==> src/hdl/assert_macros.svh <==
// Assertion helpers shared by the RTL files.
`ifndef ASSERT_MACROS_SVH
`define ASSERT_MACROS_SVH

// Same-cycle implication, disabled while reset is held.
`define ASSERT_IMPL(label, clk, rst_n, ante, cons) \
    label: assert property (@(posedge clk) disable iff (!rst_n) (ante) |-> (cons)) \
        else $error("assertion failed");

// Next-cycle implication, disabled while reset is held.
`define ASSERT_NEXT(label, clk, rst_n, ante, cons) \
    label: assert property (@(posedge clk) disable iff (!rst_n) (ante) |=> (cons)) \
        else $error("assertion failed");

`endif

==> src/hdl/jsu_pkg.sv <==
`timescale 1ns / 1ps

package jsu_pkg;

    // most bytes one input byte can produce
    localparam int unsigned MAX_BYTES = 6;
    localparam int unsigned CNT_W     = 3;

    // bundle queue between the scanner and the serializer
    localparam int unsigned Q_DEPTH = 4;
    localparam int unsigned Q_PTR_W = 2;
    localparam int unsigned Q_CNT_W = 3;

    // one input byte's worth of output: n bytes, n == 0 only for an end marker
    typedef struct packed {
        logic [MAX_BYTES-1:0][7:0] data;
        logic [CNT_W-1:0]          n;
        logic                      done;
    } t_bundle;

    // up to four UTF-8 bytes and their count
    typedef struct packed {
        logic [3:0][7:0]  b;
        logic [CNT_W-1:0] n;
    } t_enc;

endpackage

==> src/hdl/jsu_front.sv <==
`timescale 1ns / 1ps
`include "assert_macros.svh"

module jsu_front (
    input  logic              i_clk,
    input  logic              i_rst_n,
    input  logic              i_valid,
    output logic              o_ready,
    input  logic [7:0]        i_in_byte,
    input  logic              i_is_last,
    input  logic              i_push_ready,
    output logic              o_push,
    output jsu_pkg::t_bundle  o_bundle
);

    localparam logic [2:0] MODE_TEXT   = 3'd0;
    localparam logic [2:0] MODE_ESC    = 3'd1;
    localparam logic [2:0] MODE_HEX    = 3'd2;
    localparam logic [2:0] MODE_HI_BS  = 3'd3;
    localparam logic [2:0] MODE_HI_U   = 3'd4;
    localparam logic [2:0] MODE_LO_HEX = 3'd5;

    localparam logic [7:0] CH_BSLASH = 8'h5C;
    localparam logic [7:0] CH_U      = 8'h75;
    localparam logic [7:0] CH_B      = 8'h62;
    localparam logic [7:0] CH_F      = 8'h66;
    localparam logic [7:0] CH_N      = 8'h6E;
    localparam logic [7:0] CH_R      = 8'h72;
    localparam logic [7:0] CH_T      = 8'h74;

    function automatic logic [7:0] simple_escape(input logic [7:0] x);
        logic [7:0] y;
        case (x)
            CH_B:    y = 8'h08;
            CH_F:    y = 8'h0C;
            CH_N:    y = 8'h0A;
            CH_R:    y = 8'h0D;
            CH_T:    y = 8'h09;
            default: y = x;
        endcase
        return y;
    endfunction

    // bit 4 flags a non-hex character
    function automatic logic [4:0] hex_value(input logic [7:0] c);
        logic [4:0] v;
        if (c >= 8'h30 && c <= 8'h39) begin
            v = {1'b0, 4'(c - 8'h30)};
        end else if (c >= 8'h61 && c <= 8'h66) begin
            v = {1'b0, 4'(c - 8'h57)};
        end else if (c >= 8'h41 && c <= 8'h46) begin
            v = {1'b0, 4'(c - 8'h37)};
        end else begin
            v = 5'h10;
        end
        return v;
    endfunction

    function automatic jsu_pkg::t_enc encode(input logic [20:0] cp);
        jsu_pkg::t_enc e;
        e = '0;
        if (cp < 21'h80) begin
            e.b[0] = cp[7:0];
            e.n    = 3'd1;
        end else if (cp < 21'h800) begin
            e.b[0] = {3'b110, cp[10:6]};
            e.b[1] = {2'b10, cp[5:0]};
            e.n    = 3'd2;
        end else if (cp < 21'h10000) begin
            e.b[0] = {4'b1110, cp[15:12]};
            e.b[1] = {2'b10, cp[11:6]};
            e.b[2] = {2'b10, cp[5:0]};
            e.n    = 3'd3;
        end else begin
            e.b[0] = {5'b11110, cp[20:18]};
            e.b[1] = {2'b10, cp[17:12]};
            e.b[2] = {2'b10, cp[11:6]};
            e.b[3] = {2'b10, cp[5:0]};
            e.n    = 3'd4;
        end
        return e;
    endfunction

    // re-read a short hex run as text at the end of the string
    function automatic jsu_pkg::t_enc replay(input logic [2:0][7:0] ch, input logic [1:0] n);
        jsu_pkg::t_enc e;
        logic          esc;
        e   = '0;
        esc = 1'b0;
        for (int i = 0; i < 3; i++) begin
            if (2'(i) < n) begin
                if (esc) begin
                    esc = 1'b0;
                    if (ch[i] != CH_U) begin
                        e.b[e.n[1:0]] = simple_escape(ch[i]);
                        e.n           = e.n + 3'd1;
                    end
                end else if (ch[i] == CH_BSLASH) begin
                    esc = 1'b1;
                end else begin
                    e.b[e.n[1:0]] = ch[i];
                    e.n           = e.n + 3'd1;
                end
            end
        end
        return e;
    endfunction

    logic [2:0]  r_mode, n_mode;
    logic [15:0] r_acc, n_acc;
    logic [1:0]  r_cnt, n_cnt;
    logic        r_inv, n_inv;
    logic [9:0]  r_high, n_high;
    logic [15:0] r_rep, n_rep;

    logic          accept;
    logic [4:0]    hv;
    logic [15:0]   acc_take;
    logic [2:0]    cnt_take;
    logic          inv_take;
    logic [15:0]   rep_take;
    logic [2:0][7:0] rep_ch;
    logic [20:0]   pair_cp;
    logic          use_hi;
    jsu_pkg::t_enc enc_hi;
    jsu_pkg::t_enc enc_b;

    assign o_ready = i_push_ready;
    assign accept  = i_valid && i_push_ready;

    // hex run step shared by both digit modes
    assign hv       = hex_value(i_in_byte);
    assign acc_take = {r_acc[11:0], hv[4] ? 4'h0 : hv[3:0]};
    assign cnt_take = {1'b0, r_cnt} + 3'd1;
    assign inv_take = r_inv | hv[4];
    assign rep_take = (r_cnt == 2'd0) ? {r_rep[15:8], i_in_byte} :
                      (r_cnt == 2'd1) ? {i_in_byte, r_rep[7:0]} : r_rep;
    assign rep_ch   = {i_in_byte, rep_take};
    assign pair_cp  = {1'b0, r_high, acc_take[9:0]} + 21'h10000;
    assign enc_hi   = encode({5'b0, 6'b110110, r_high});

    always_comb begin
        n_mode = r_mode;
        n_acc  = r_acc;
        n_cnt  = r_cnt;
        n_inv  = r_inv;
        n_high = r_high;
        n_rep  = r_rep;
        use_hi = 1'b0;
        enc_b  = '0;
        unique case (r_mode)
            MODE_ESC: begin
                if (i_in_byte == CH_U) begin
                    n_mode = i_is_last ? MODE_TEXT : MODE_HEX;
                    n_acc  = '0;
                    n_cnt  = '0;
                    n_inv  = 1'b0;
                    n_rep  = '0;
                end else begin
                    enc_b.b[0] = simple_escape(i_in_byte);
                    enc_b.n    = 3'd1;
                    n_mode     = MODE_TEXT;
                end
            end
            MODE_HEX, MODE_LO_HEX: begin
                n_acc = acc_take;
                n_cnt = cnt_take[1:0];
                n_inv = inv_take;
                n_rep = rep_take;
                if (cnt_take == 3'd4) begin
                    if (r_mode == MODE_LO_HEX && !inv_take &&
                        acc_take >= 16'hDC00 && acc_take <= 16'hDFFF) begin
                        enc_b  = encode(pair_cp);
                        n_mode = MODE_TEXT;
                    end else begin
                        use_hi = (r_mode == MODE_LO_HEX);
                        n_mode = MODE_TEXT;
                        if (!inv_take) begin
                            if (acc_take >= 16'hD800 && acc_take <= 16'hDBFF && !i_is_last) begin
                                n_high = acc_take[9:0];
                                n_mode = MODE_HI_BS;
                            end else begin
                                enc_b = encode({5'b0, acc_take});
                            end
                        end
                    end
                end else if (i_is_last) begin
                    use_hi = (r_mode == MODE_LO_HEX);
                    enc_b  = replay(rep_ch, cnt_take[1:0]);
                end
            end
            MODE_HI_BS: begin
                if (i_in_byte == CH_BSLASH && !i_is_last) begin
                    n_mode = MODE_HI_U;
                end else begin
                    use_hi = 1'b1;
                    n_mode = MODE_TEXT;
                    if (i_in_byte != CH_BSLASH) begin
                        enc_b.b[0] = i_in_byte;
                        enc_b.n    = 3'd1;
                    end
                end
            end
            MODE_HI_U: begin
                if (i_in_byte == CH_U && !i_is_last) begin
                    n_mode = MODE_LO_HEX;
                    n_acc  = '0;
                    n_cnt  = '0;
                    n_inv  = 1'b0;
                    n_rep  = '0;
                end else begin
                    use_hi = 1'b1;
                    n_mode = MODE_TEXT;
                    if (i_in_byte != CH_U) begin
                        enc_b.b[0] = simple_escape(i_in_byte);
                        enc_b.n    = 3'd1;
                    end
                end
            end
            default: begin
                if (i_in_byte == CH_BSLASH) begin
                    n_mode = i_is_last ? MODE_TEXT : MODE_ESC;
                end else begin
                    enc_b.b[0] = i_in_byte;
                    enc_b.n    = 3'd1;
                end
            end
        endcase
        // end of string: back to the reset state
        if (i_is_last) begin
            n_mode = MODE_TEXT;
            n_acc  = '0;
            n_cnt  = '0;
            n_inv  = 1'b0;
            n_high = '0;
            n_rep  = '0;
        end
    end

    // lone high surrogate first, then whatever this byte adds
    always_comb begin
        o_bundle      = '0;
        o_bundle.done = i_is_last;
        if (use_hi) begin
            o_bundle.data[2:0] = enc_hi.b[2:0];
            o_bundle.data[5:3] = enc_b.b[2:0];
            o_bundle.n         = 3'd3 + enc_b.n;
        end else begin
            o_bundle.data[3:0] = enc_b.b;
            o_bundle.n         = enc_b.n;
        end
    end

    assign o_push = accept && (o_bundle.n != '0 || i_is_last);

    always_ff @(posedge i_clk) begin
        if (!i_rst_n) begin
            r_mode <= MODE_TEXT;
            r_acc  <= '0;
            r_cnt  <= '0;
            r_inv  <= 1'b0;
            r_high <= '0;
            r_rep  <= '0;
        end else if (accept) begin
            r_mode <= n_mode;
            r_acc  <= n_acc;
            r_cnt  <= n_cnt;
            r_inv  <= n_inv;
            r_high <= n_high;
            r_rep  <= n_rep;
        end
    end

    `ASSERT_NEXT(a_last_resets_mode, i_clk, i_rst_n, accept && i_is_last, r_mode == MODE_TEXT)
    `ASSERT_IMPL(a_last_always_pushes, i_clk, i_rst_n, accept && i_is_last, o_push)

endmodule

==> src/hdl/jsu_queue.sv <==
`timescale 1ns / 1ps
`include "assert_macros.svh"

module jsu_queue (
    input  logic                      i_clk,
    input  logic                      i_rst_n,
    input  logic                      i_push,
    input  jsu_pkg::t_bundle          i_bundle,
    output logic                      o_push_ready,
    input  logic                      i_pop,
    output logic                      o_head_valid,
    output jsu_pkg::t_bundle          o_head
);

    jsu_pkg::t_bundle r_mem [jsu_pkg::Q_DEPTH];

    logic [jsu_pkg::Q_PTR_W-1:0] r_wr, r_rd;
    logic [jsu_pkg::Q_CNT_W-1:0] r_count;
    logic                        do_pop;

    assign o_push_ready = (r_count != jsu_pkg::Q_CNT_W'(jsu_pkg::Q_DEPTH));
    assign o_head_valid = (r_count != '0);
    assign o_head       = r_mem[r_rd];
    assign do_pop       = i_pop && o_head_valid;

    always_ff @(posedge i_clk) begin
        if (i_push) begin
            r_mem[r_wr] <= i_bundle;
        end
    end

    always_ff @(posedge i_clk) begin
        if (!i_rst_n) begin
            r_wr    <= '0;
            r_rd    <= '0;
            r_count <= '0;
        end else begin
            if (i_push) begin
                r_wr <= r_wr + 1'b1;
            end
            if (do_pop) begin
                r_rd <= r_rd + 1'b1;
            end
            if (i_push && !do_pop) begin
                r_count <= r_count + 1'b1;
            end else if (!i_push && do_pop) begin
                r_count <= r_count - 1'b1;
            end
        end
    end

    `ASSERT_IMPL(a_no_overflow, i_clk, i_rst_n, i_push, o_push_ready)

endmodule

==> src/hdl/jsu_back.sv <==
`timescale 1ns / 1ps
`include "assert_macros.svh"

module jsu_back (
    input  logic             i_clk,
    input  logic             i_rst_n,
    input  logic             i_head_valid,
    input  jsu_pkg::t_bundle i_head,
    output logic             o_pop,
    output logic             o_valid,
    input  logic             i_ready,
    output logic [7:0]       o_out_byte,
    output logic             o_byte_valid,
    output logic             o_run_last,
    output logic             o_string_done
);

    logic [jsu_pkg::CNT_W-1:0] r_idx;
    logic                      r_valid;
    logic [7:0]                r_byte;
    logic                      r_bvalid, r_run_last, r_done;

    logic load, marker, final_byte;

    assign load       = i_head_valid && (!r_valid || i_ready);
    assign marker     = (i_head.n == '0);
    assign final_byte = (r_idx == i_head.n - 1'b1);
    assign o_pop      = load && (marker || final_byte);

    always_ff @(posedge i_clk) begin
        if (!i_rst_n) begin
            r_valid <= 1'b0;
            r_idx   <= '0;
        end else begin
            if (load) begin
                r_valid <= 1'b1;
            end else if (i_ready) begin
                r_valid <= 1'b0;
            end
            if (o_pop) begin
                r_idx <= '0;
            end else if (load) begin
                r_idx <= r_idx + 1'b1;
            end
        end
    end

    always_ff @(posedge i_clk) begin
        if (load) begin
            r_byte     <= marker ? 8'h00 : i_head.data[r_idx];
            r_bvalid   <= !marker;
            r_run_last <= marker || final_byte;
            r_done     <= (marker || final_byte) && i_head.done;
        end
    end

    assign o_valid       = r_valid;
    assign o_out_byte    = r_byte;
    assign o_byte_valid  = r_bvalid;
    assign o_run_last    = r_run_last;
    assign o_string_done = r_done;

    `ASSERT_IMPL(a_marker_ends_string, i_clk, i_rst_n, r_valid && !r_bvalid,
                 r_run_last && r_done && r_byte == 8'h00)
    `ASSERT_IMPL(a_done_on_run_last, i_clk, i_rst_n, r_valid && r_done, r_run_last)
    `ASSERT_IMPL(a_idx_in_bundle, i_clk, i_rst_n, i_head_valid && !marker,
                 r_idx < i_head.n)

endmodule

==> src/hdl/json_string_unescape_utf8_core.sv <==
`timescale 1ns / 1ps

// JSON string unescaper: content bytes of a quoted string in, UTF-8 bytes out.
// Input channel (i_valid / o_ready): one string byte per beat, i_is_last on the
// final byte. Output channel (o_valid / i_ready): one result per beat; every
// input byte that yields bytes ends with o_run_last set, the final input byte
// always yields at least one beat (an end marker with o_byte_valid low when it
// produces no data) and that beat carries o_string_done.
// When the output side is free, a result is written into the bundle queue and
// then into the output register; the scan itself is combinational.
// Throughput: one input beat per cycle while i_ready stays high and each byte
// yields at most one output byte; a byte yielding several takes one output
// beat per byte (up to six: a lone high surrogate plus a following escape).
// The four-entry bundle queue absorbs such bursts before the input stalls.
// Reset (synchronous, i_rst_n low) returns the scanner to text mode and empties
// the queue and output register. When the receiver holds i_ready low the
// result beat holds and the queue fills; o_ready drops only when it is full.

module json_string_unescape_utf8_core (
    input  logic       i_clk,
    input  logic       i_rst_n,
    input  logic       i_valid,
    output logic       o_ready,
    input  logic [7:0] i_in_byte,
    input  logic       i_is_last,
    output logic       o_valid,
    input  logic       i_ready,
    output logic [7:0] o_out_byte,
    output logic       o_byte_valid,
    output logic       o_run_last,
    output logic       o_string_done
);

    logic             push, push_ready, pop, head_valid;
    jsu_pkg::t_bundle push_bundle, head;

    // scan escapes into byte bundles, one beat per cycle while the queue has room
    jsu_front u_front (
        .i_clk        (i_clk),
        .i_rst_n      (i_rst_n),
        .i_valid      (i_valid),
        .o_ready      (o_ready),
        .i_in_byte    (i_in_byte),
        .i_is_last    (i_is_last),
        .i_push_ready (push_ready),
        .o_push       (push),
        .o_bundle     (push_bundle)
    );

    // decouple the scanner from output stalls
    jsu_queue u_queue (
        .i_clk        (i_clk),
        .i_rst_n      (i_rst_n),
        .i_push       (push),
        .i_bundle     (push_bundle),
        .o_push_ready (push_ready),
        .i_pop        (pop),
        .o_head_valid (head_valid),
        .o_head       (head)
    );

    // serialize each bundle one byte per beat into the output register
    jsu_back u_back (
        .i_clk         (i_clk),
        .i_rst_n       (i_rst_n),
        .i_head_valid  (head_valid),
        .i_head        (head),
        .o_pop         (pop),
        .o_valid       (o_valid),
        .i_ready       (i_ready),
        .o_out_byte    (o_out_byte),
        .o_byte_valid  (o_byte_valid),
        .o_run_last    (o_run_last),
        .o_string_done (o_string_done)
    );

endmodule
==> config.mk <==
export PLATFORM = sky130hd
export DESIGN_NAME = json_string_unescape_utf8_core
export DESIGN_NICKNAME = d
export VERILOG_FILES = /design/src/hdl/jsu_pkg.sv /design/src/hdl/jsu_front.sv /design/src/hdl/jsu_queue.sv /design/src/hdl/jsu_back.sv /design/src/hdl/json_string_unescape_utf8_core.sv
export VERILOG_INCLUDE_DIRS = /design/src /design/src/hdl
export SDC_FILE = /design/constraint.sdc
export NUM_CORES = 1
export LEC_CHECK = 0
export CELL_PAD_IN_SITES_DETAIL_PLACEMENT = 0
export CELL_PAD_IN_SITES_GLOBAL_PLACEMENT = 2
export CORE_MARGIN = 2
export CORE_UTILIZATION = 48
export CTS_CLUSTER_DIAMETER = 120
export CTS_CLUSTER_SIZE = 30
export DETAILED_ROUTE_END_ITERATION = 16
export DONT_BUFFER_PORTS = 1
export GPL_ROUTABILITY_DRIVEN = 0
export GPL_TIMING_DRIVEN = 1
export HOLD_SLACK_MARGIN = 0.02
export PLACE_DENSITY_LB_ADDON = 0.1
export SLEW_MARGIN = 15
export SYNTH_ARGS = -nofsm -noshare
export SYNTH_HDL_FRONTEND = slang
export SYNTH_SLANG_ARGS = --single-unit
==> constraint.sdc <==
create_clock -name i_clk -period 13.9 [get_ports i_clk]
set_input_delay 0.695 -clock i_clk [delete_from_list [all_inputs] [get_ports i_clk]]
set_output_delay 0.695 -clock i_clk [all_outputs]
set_load 0.1 [all_outputs]
==> impl_metrics.yaml, run 1 <==
outcome:
  outcome: "completed"
detailed_routing:
  ant_nets: 0
  routed.top_layer: "met4"
  via_count: 10655
  met3_length_um: 2290
  drc: 0
  vias_per_cell: 6.52
  met2WireLength_um: 20000
  wl_per_cell_um: 25.9
  wirelength_um: 42300
  drtIter0Drc: 888
  m1WireLength_um: 18200
  firstDrtPassIters: 5
worst_setup_path:
  reg2regPathDepth: 24
  crit-reg2reg-launch: "u_front.r_cnt[0]"
  critPathMaxFanout: 18
  arrival_ps: 8000
  worst-setup-path-type: "register to register"
  ff2ff_setup_slack_ps: 6350
  required_ps: 14340
  critPathLaunch: "u_front.r_cnt[0]"
  path_cells: "inv_1, ha_1, nand2b_1, mux2_2, nor4_1, and2_1, inv_1, ha_1, nand3_1, o211ai_1, ha_1, o31ai_1, o311ai_0, a32oi_1, nand4_1, ha_1, mux2i_1, o41a_1, ha_1, inv_1, fa_1, xor2_1, or3_1, a21boi_0"
  slowest_stage: "nor4_1"
  slowest_delay_ps: 800
  crit_top_cell: "ha_1"
  cp-start-kind: "register"
  reg2reg_to: "u_queue.r_count[2]"
  cp-end-kind: "register"
sta:
  finalCritPeriodShare_pct: 54.3
  fmax_ghz: 0.132
  finalSetupViolCount: 0
  timing.slew.headroom_pct: 21.8
  period_minus_slack_ps: 7550
  setup_ws_ps: 6350
  drv_slew: 0
  finClkSkew_ps: 26.7
  setup_tns_ps: 0
  rsz0062_at_grt: "false"
  finalHoldViolations: 0
  tightest_slew_ps: 1160
floorplanning:
  ios: 26
  core_mm2: 0.0305
  start_util_pct: 48.5
  die_w_um: 180
  std_cell_rows: 64
  die_area_mm2: 0.0322
  die_h_um: 180
finish:
  finalInstanceArea_mm2: 0.0156
  synthToLayoutAreaGrowth_pct: 5.40
  final_cell_mix: "edfxtp_1 (219), nor2_1 (83), nand2_1 (82)"
  drive_above_1_share_pct: 12.2
  final_common_cell: "edfxtp_1"
  layout.cells.non_filler: 1633
  nNetsFinal: 1267
synth:
  synthFlopType: "edfxtp_1"
  ys_top_cells_by_area: "edfxtp_1 (44%), mux4_2 (9.1%), dfxtp_1 (7.7%)"
  yosys_warnings: 0
  synthSimpleGateAreaFrac_pct: 14.2
  synth_top_family_by_area: "compound AO/OA/AOI/OAI gates"
  synth_top_area_share_pct: 44.4
  ys_ff_latch: 276
  syn_inst: 1276
  synth_edf_count: 219
  synth_xor_area_share_pct: 0.533
  synth-compound-area-share_pct: 16.1
  synthArstFlopShare_pct: 0
  synthMuxAreaShare_pct: 11.6
  yosysUniqueCellTypes: 86
  syn_nets: 1314
  synth-adder-area-share_pct: 2.16
  synth.avg_cell_area_um2: 11.6
  syn_area_mm2: 0.0148
  yosysSeqAreaShare_pct: 52.2
  synth_largest_area_cell: "edfxtp_1"
clock_network:
  cts_tree: "yes"
  cts_max_level: 1
  cts.sinks: 276
  clockBufferDepth: 3
  clk_latency_ps: 520
  ctsResizeCount: 0
  cts_hold_buffers: 0
  post_cts.repair.setup_buffers: 0
  cts_buffers: 13
  ctsRootBufferMaster: "clkbuf_16"
  clk_pin_slew_ps: 120
placement:
  dp_hpwl_um: 29400
  placed_area_mm2: 0.0152
  placed_cells: 1610
  port_buffers: 0
  dp_slack_ps: 6550
grt:
  grt_max_degree: 59
  first_global_vias: 10241
  grt_usage_pct: 25.8
  grt_pass1_wl_um: 64600
  grt.overflow.total: 0
  antenna_found_initial: 0
power_and_ir_drop:
  p_leak_nw: 4.94
  ir_drop_uv: 108
  power_mw: 2.08
  powerDensity_mw_per_mm2: 133
min_path:
  whs_path_depth: 0
  hp-class: "primary input to register"
  worstHoldStart: "i_is_last"
  hold_path_end: "u_queue.r_mem[3][0]"
job:
  drv_cap: 0
state kept, by name, indices dropped and copies added (netlist names), 2 cells and up, named ones only:
signal / flops
u_queue.r_rd: 2
u_queue.r_wr: 2
u_queue.r_count: 3
u_back.o_out_byte: 8
u_front.r_cnt: 2
u_front.r_rep: 16
u_front.r_high: 10
u_queue.r_mem: 208
u_front.r_mode: 3
u_front.r_acc: 12
u_back.r_idx: 3
cell type report:
class | instances | area (um2)
fill | 2706 | 14900
sequential | 276 | 7720
multi-input combinational | 877 | 6650
tap | 396 | 495
clock buffer | 19 | 348
timing repair buffer | 24 | 180
inverter | 37 | 139
clock inverter | 3 | 58.8
antenna | 1 | 2.50
cell families after synthesis:
group	Yosys count
flops	276
compound gates	348
xor+xnor	9
mux	95
fa+ha+maj	25
simple gates	400
buf+inv	123
worst max-delay path by stage:
stage,end,slack [ps],cells past startpoint
3_5_place_dp,u_queue.r_count[2],6550,24
6_report,u_queue.r_count[2],6350,24
5_1_grt,u_queue.r_count[2],5700,24
2_1_floorplan,u_queue.r_mem[0][0],7720,20
4_1_cts,u_queue.r_count[2],6490,24
3_3_place_gp,u_queue.r_count[2],6800,24
power by group:
part           switching (mW)  internal [mW]
clock network           0.258          0.201
registers               0.174          0.998
logic                   0.229          0.217
metal layers:
| layer | vias to the layer above | global-route usage [%] |
|---|---|---|
| li1 | 4874 | - |
| met1 | 5325 | 36.2 |
| met2 | 369 | 41.7 |
| met3 | 87 | 2.63 |
| met4 | 0 | 10.1 |
| met5 | - | 0 |
metrics by stage:
step,hold WS (ps),util (%)
2_1_floorplan,468,-
3_3_place_gp,487,49.7
3_5_place_dp,498,49.7
4_1_cts,269,51.1
5_1_grt,264,51.1
6_report,280,51.1
worst max-delay path: cells and delay by family (launching register included):
kind | cells | cell delay [ps]
AOI/OAI and AO/OA | 6 | 1630
xor gates and xnor gates | 1 | 160
adders and majority gates | 6 | 2210
buffers and inverters | 3 | 240
DFF | 1 | 340
muxes | 2 | 740
and+or+nand+nor | 6 | 2180
Yosys cell counts, types with 6 or more instances:
library cell	number
and3_1	7
nor3b_1	8
buf_2	6
mux4_2	60
mux2_2	15
buf_1	10
and2_1	25
nand2b_1	19
a211oi_1	9
o31ai_1	7
dfxtp_1	57
a21o_1	6
o21ai_0	72
a22oi_1	46
a31oi_1	15
a221oi_1	7
nand3_1	29
a21boi_0	12
nor3_1	33
or4_1	7
mux2i_1	20
nor4_1	16
inv_1	34
nand2_1	82
or3_1	16
o211ai_1	11
o221ai_1	15
clkbuf_1	69
o22ai_1	10
ha_1	24
nor2_1	83
nor2b_1	45
edfxtp_1	219
a21oi_1	68
a32oi_1	9
or2_2	7
(Power assumes the default switching activity.)
==> inputs of run 2 (changes only) <==
--- a/config.mk
+++ b/config.mk
@@ -6,10 +6,11 @@
 export SDC_FILE = /design/constraint.sdc
 export NUM_CORES = 1
 export LEC_CHECK = 0
+export ABC_AREA = 1
 export CELL_PAD_IN_SITES_DETAIL_PLACEMENT = 0
 export CELL_PAD_IN_SITES_GLOBAL_PLACEMENT = 2
 export CORE_MARGIN = 2
-export CORE_UTILIZATION = 48
+export CORE_UTILIZATION = 36
 export CTS_CLUSTER_DIAMETER = 120
 export CTS_CLUSTER_SIZE = 30
 export DETAILED_ROUTE_END_ITERATION = 16
==> constraint.sdc (replaced) <==
create_clock -name i_clk -period 6.7 [get_ports i_clk]
set_input_delay 0.335 -clock i_clk [delete_from_list [all_inputs] [get_ports i_clk]]
set_output_delay 0.335 -clock i_clk [all_outputs]
set_load 0.1 [all_outputs]
==> run 2 against run 1 <==
Against the previous run: fmax grew 25%; synthesized cell count grew 33%; cell count grew 33%; clock-buffer cell count shrank 1; sequential share of layout area shrank 0.34 points; register-to-register slack lost 5700 ps.
==> impl_metrics.yaml, run 2 <==
synth:
  syn_inst: 1692
  yosys_warnings: 0
  ys_top_cells_by_area: "edfxtp_1 (45%), nand2_1 (8.3%), dfxtp_1 (7.8%)"
  synthArstFlopShare_pct: 0
  synth_edf_count: 219
  post-synth-top-count-cell: "nand2_1"
  yosysSeqAreaShare_pct: 52.6
  synth_top_area_share_pct: 44.8
  yosysUniqueCellTypes: 54
  synthTopCellsByCount: "nand2_1 (323), edfxtp_1 (219), nor2_1 (204)"
  synth_largest_area_cell: "edfxtp_1"
  synthFlopType: "edfxtp_1"
  syn_nets: 1730
  synth.avg_cell_area_um2: 8.67
  syn_area_mm2: 0.0147
  ys_ff_latch: 276
job:
  drv_cap: 0
clock_network:
  clk_latency_ps: 530
  cts.sinks: 276
  cts_max_level: 1
  cts_tree: "yes"
  post_cts.repair.setup_buffers: 0
  cts_buffers: 14
  ctsRootBufferMaster: "clkbuf_16"
  clk_pin_slew_ps: 120
  clockBufferDepth: 3
sta:
  timing.slew.headroom_pct: 25.9
  finalSetupViolCount: 0
  period_minus_slack_ps: 6060
  tightest_slew_ps: 1100
  finClkSkew_ps: 35.7
  finalHoldViolations: 0
  fmax_ghz: 0.165
  finalCritPeriodShare_pct: 90.4
  drv_slew: 0
  setup_tns_ps: 0
  rsz0062_at_grt: "false"
grt:
  antenna_found_initial: 1
  first_global_vias: 11972
  grt_max_degree: 77
  grt_usage_pct: 23.8
  grt.overflow.total: 0
  grt_pass1_wl_um: 75200
finish:
  synthToLayoutAreaGrowth_pct: 7.06
  largest_reg_flops: 208
  drive_above_1_share_pct: 5.81
  top_register: "u_queue.r_mem"
  finalInstanceArea_mm2: 0.0157
  final_cell_mix: "nand2_1 (322), edfxtp_1 (219), nor2_1 (200)"
  largest_registers: "u_queue.r_mem (208), u_front.r_rep (16), u_front.r_acc (12)"
  diodes: 0
  final_common_cell: "nand2_1"
  layout.cells.non_filler: 2176
  postLayoutCoreUtil_pct: 39.2
  nNetsFinal: 1683
detailed_routing:
  drtIter0Drc: 1035
  firstDrtPassIters: 5
  wirelength_um: 50300
  via_count: 12239
  wl_per_cell_um: 23.1
  ant_nets: 0
  drc: 0
  vias_per_cell: 5.62
power_and_ir_drop:
  powerDensity_mw_per_mm2: 279
  ir_drop_uv: 165
  p_leak_nw: 5.58
  power_mw: 4.38
worst_setup_path:
  required_ps: 7100
  crit-reg2reg-launch: "u_front.r_cnt[0]"
  crit_top_cell: "nand2_1"
  cp_num_buf_inv: 8
  slowest_delay_ps: 430
  cp-start-kind: "register"
  slowest_stage: "fa_1"
  reg2reg_to: "u_queue.r_count[2]"
  reg2regPathDepth: 38
  critPathMaxFanout: 13
  arrival_ps: 6460
  cp-end-kind: "register"
  path_delay_family: "simple AND/OR/NAND/NOR gates"
  worst-setup-path-type: "register to register"
  ff2ff_setup_slack_ps: 640
placement:
  dp_hpwl_um: 34700
  placed_cells: 2152
  placed_area_mm2: 0.0152
  port_buffers: 0
floorplanning:
  ios: 26
  start_util_pct: 36.7
  std_cell_rows: 73
  core_mm2: 0.0400
  die_w_um: 206
  die_h_um: 206
  die_area_mm2: 0.0424
min_path:
  hold_path_end: "u_front.r_high[5]"
  worstHoldStart: "i_is_last"
  hp-class: "primary input to register"
  whs_path_depth: 3
outcome:
  outcome: "completed"
## run 2: cell count changes in the layout (fill, tap and decap cells not counted), sizes merged, moves of 24 or more
cell | before | now
nand2 | 82 | 337
nor2 | 83 | 212
o21ai | 74 | 188
inv | 37 | 146
nand3 | 29 | 119
mux4 | 60 | 0
nor2b | 45 | 0
a22oi | 46 | 7
a21oi | 69 | 100
and2 | 25 | 0
o22ai | 10 | 34
## run 2: worst register-to-register path: cells and delay by family, from the launching register on
family / cells / cell delay [ps]
AO/OA/AOI/OAI: 6 / 730
buffers and inverters: 8 / 890
adder cells (fa/ha/maj): 6 / 1840
flip-flops: 1 / 370
AND/OR/NAND/NOR: 18 / 2110
## run 2: layout make-up
| type | instances | area [um2] |
|---|---|---|
| clock buffers | 18 | 387 |
| multi-input cells | 1180 | 6060 |
| inverters | 151 | 574 |
| flip-flops and latches | 276 | 7720 |
| fillers | 4104 | 24300 |
| repair buffers | 22 | 220 |
| clock inverters | 4 | 82.6 |
| well taps | 525 | 657 |
## run 2: worst max path at each step
stage	slack, ps	depth (start not counted)	endpoint	startpoint
finish	640	38	u_queue.r_count[2]	u_front.r_cnt[0]
global route	40	37	u_queue.r_count[2]	u_front.r_cnt[0]
CTS	430	38	u_queue.r_count[2]	u_front.r_cnt[0]
detailed placement	450	38	u_queue.r_count[2]	u_front.r_cnt[0]
global placement	530	38	u_queue.r_count[2]	u_front.r_cnt[0]
floorplan	210	32	u_queue.r_mem[0][0]	u_front.r_cnt[0]
## run 2: timing repair
action / CTS / global route
hold buffers: 2 / 0
hold endpoints to repair: 21 / 0
endpoints found under the setup margin: 0 / 2
gates resized for setup: 0 / 3
## run 2: power by group
part	leakage [nW]	switching [mW]	internal (mW)
Clock	0.227	0.574	0.472
Sequential	2.50	0.326	2.08
Combinational	2.85	0.679	0.251
Total	5.58	1.58	2.80
## run 2: layer usage
metal,global-route usage [%],vias up,routed length [um]
met4,7.83,4,1530
met5,0,-,27
met1,31.3,5977,22100
li1,-,5840,-
met2,40.3,343,24100
met3,3.63,75,2510
## run 2: metrics by stage
stage               worst slack, ps  hold WS, ps
global placement                533          436
detailed placement              455          436
finish                          640         74.3
CTS                             432         47.9
global route                   44.4         94.7
floorplan                       214          434
## run 2: logic make-up after synthesis
family / after synthesis / synth area share, %
and+or+nand+nor: 709 / 20.6
AOI/OAI and AO/OA: 439 / 17.9
DFF: 276 / 52.6
buffers and inverters: 236 / 6.33
adders and majority gates: 25 / 2.18
xor gates and xnor gates: 7 / 0.418
==> inputs of run 3 (changes only) <==
--- a/config.mk
+++ b/config.mk
@@ -7,9 +7,9 @@
 export NUM_CORES = 1
 export LEC_CHECK = 0
 export ABC_AREA = 1
+export CAP_MARGIN = 20
 export CELL_PAD_IN_SITES_DETAIL_PLACEMENT = 0
 export CELL_PAD_IN_SITES_GLOBAL_PLACEMENT = 2
-export CORE_MARGIN = 2
 export CORE_UTILIZATION = 36
 export CTS_CLUSTER_DIAMETER = 120
 export CTS_CLUSTER_SIZE = 30
==> run 3 against run 2 <==
Against the previous run: fmax fell by 0.69%; non-clock buffer count is 4 higher; cell area about the same; clock power barely moved; critical path type unchanged; clock-buffer cell count is 2 higher; die area shrank 1.9%; cell count rose by 0.28%; sequential share of layout area about the same; largest power group unchanged; critical endpoint unchanged; clock skew fell by 10 ps.
==> impl_metrics.yaml, run 3 (synthesis gave the netlist of run 2 again) <==
sta:
  setup_tns_ps: 0
  finalSetupViolCount: 0
  fmax_ghz: 0.164
  finClkSkew_ps: 25.3
  finalCritPeriodShare_pct: 91.1
  rsz0062_at_grt: "false"
  period_minus_slack_ps: 6100
  drv_slew: 0
  tightest_slew_ps: 1110
  timing.slew.headroom_pct: 25.9
  finalHoldViolations: 0
clock_network:
  clockBufferDepth: 3
  cts_tree: "yes"
  clk_pin_slew_ps: 110
  ctsRootBufferMaster: "clkbuf_16"
  cts_max_level: 1
  post_cts.repair.setup_buffers: 0
  cts.sinks: 276
  cts_buffers: 14
  clk_latency_ps: 540
worst_setup_path:
  cp-start-kind: "register"
  slowest_delay_ps: 430
  reg2reg_to: "u_queue.r_count[2]"
  slowest_stage: "fa_1"
  cp-end-kind: "register"
  arrival_ps: 6530
  reg2regPathDepth: 38
  worst-setup-path-type: "register to register"
  critPathMaxFanout: 13
  critPathLaunch: "u_front.r_cnt[0]"
  ff2ff_setup_slack_ps: 600
  critPathCapture: "u_queue.r_count[2]"
  crit-reg2reg-launch: "u_front.r_cnt[0]"
  required_ps: 7130
  crit_top_cell: "nand2_1"
placement:
  dp_hpwl_um: 33700
  port_buffers: 0
  placed_cells: 2156
finish:
  synthToLayoutAreaGrowth_pct: 7.17
  postLayoutCoreUtil_pct: 39.4
  final_cell_mix: "nand2_1 (322), edfxtp_1 (219), nor2_1 (200)"
  largest_reg_flops: 208
  largest_registers: "u_queue.r_mem (208), u_front.r_rep (16), u_front.r_acc (12)"
  final_common_cell: "nand2_1"
  top_register: "u_queue.r_mem"
  diodes: 0
  nNetsFinal: 1687
  drive_above_1_share_pct: 6.10
  layout.cells.non_filler: 2182
power_and_ir_drop:
  pwr-share-comb_pct: 21.5
  ir_drop_uv: 229
  power_frac_seq_pct: 55.1
  power_frac_clock_pct: 23.4
  switching_share_pct: 36.4
  powerDensity_mw_per_mm2: 278
  power_mw: 4.36
  power.switching_mw: 1.59
  p_leak_nw: 5.59
  p_int_mw: 2.77
grt:
  antenna_found_initial: 0
  grt_usage_pct: 24.1
  first_global_vias: 11868
  grt_pass1_wl_um: 75700
  grt_max_degree: 90
  grt.overflow.total: 0
detailed_routing:
  drtIter0Drc: 1083
  ant_nets: 0
  wirelength_um: 49600
  drc: 0
  wl_per_cell_um: 22.7
  firstDrtPassIters: 5
  vias_per_cell: 5.59
  via_count: 12189
floorplanning:
  core_mm2: 0.0399
  std_cell_rows: 73
  die_h_um: 204
  ios: 26
  die_w_um: 204
  start_util_pct: 36.7
  die_area_mm2: 0.0415
outcome:
  outcome: "completed"
min_path:
  hp-class: "primary input to register"
job:
  drv_cap: 0
## run 3: cell types whose count changed in the layout (fill, tap and decap cells not counted)
cell	before	now
bufinv_16	1	0
dfxtp_2	1	2
buf_4	16	20
dfxtp_1	55	54
inv_8	0	2
clkbuf_1	3	5
inv_12	2	1
## run 3: final cells by class
class	instances	area [um2]
Fill cell	4071	24200
Sequential cell	276	7720
Multi-Input combinational cell	1180	6060
Tap cell	525	657
Inverter	151	574
Clock buffer	20	394
Timing Repair Buffer	26	250
Clock inverter	4	58.8
## run 3: per-stage QoR
step | setup slack, ps | hold slack, ps | cell area (um2)
after floorplan | 214 | 434 | 14700
after global placement | 505 | 436 | 15200
after detailed placement | 391 | 436 | 15200
after CTS | 409 | 22.2 | 15700
after global routing | 31.7 | 66.8 | 15700
final | 598 | 47.8 | 15700
## run 3: what timing repair did
item	4_1_cts	5_1_grt
hold buffers	2	0
endpoints found under the setup margin	0	2
hold endpoints to repair	21	0
resized for setup	0	3
## run 3: metal layers
metal  share of wire, %  vias up  global-route usage (%)  routed length, um
li1                   -     5847                       -                  -
met1                 46     5904                    33.7              22900
met2                 47      372                    39.9              23200
met3                4.7       66                    2.34               2340
met4                2.3        0                    6.15               1160
met5                  0        -                       0                  0
## run 3: power by group through the flow
stage / registers, mW / logic [mW] / clock network [mW]
finish: 2.40 / 0.938 / 1.02
global route: 2.42 / 1.05 / 1.11
CTS: 2.41 / 0.957 / 1.06
detailed placement: 2.45 / 0.952 / 0
global placement: 2.44 / 0.947 / 0
floorplan: 2.43 / 0.608 / 0
## run 3: how the worst min path moves through the flow
stage                          from                   to  slack (ps)  cells after the start
finish                    i_is_last    u_front.r_mode[2]          50                      3
global route              i_is_last    u_front.r_mode[2]          70                      3
CTS                       i_is_last    u_front.r_mode[2]          20                      3
detailed placement        i_is_last  u_queue.r_mem[0][0]         440                      0
global placement    u_queue.r_rd[1]             register         440                      2
floorplan                 i_is_last  u_queue.r_mem[0][0]         430                      0
## run 3: critical path, delay by kind of cell (launching register included)
family                   cells  cell delay (ps)
AND/OR/NAND/NOR             18             2100
AO/OA/AOI/OAI                6              790
flip-flops                   1              370
adder cells (fa/ha/maj)      6             1870
buffers and inverters        8              880
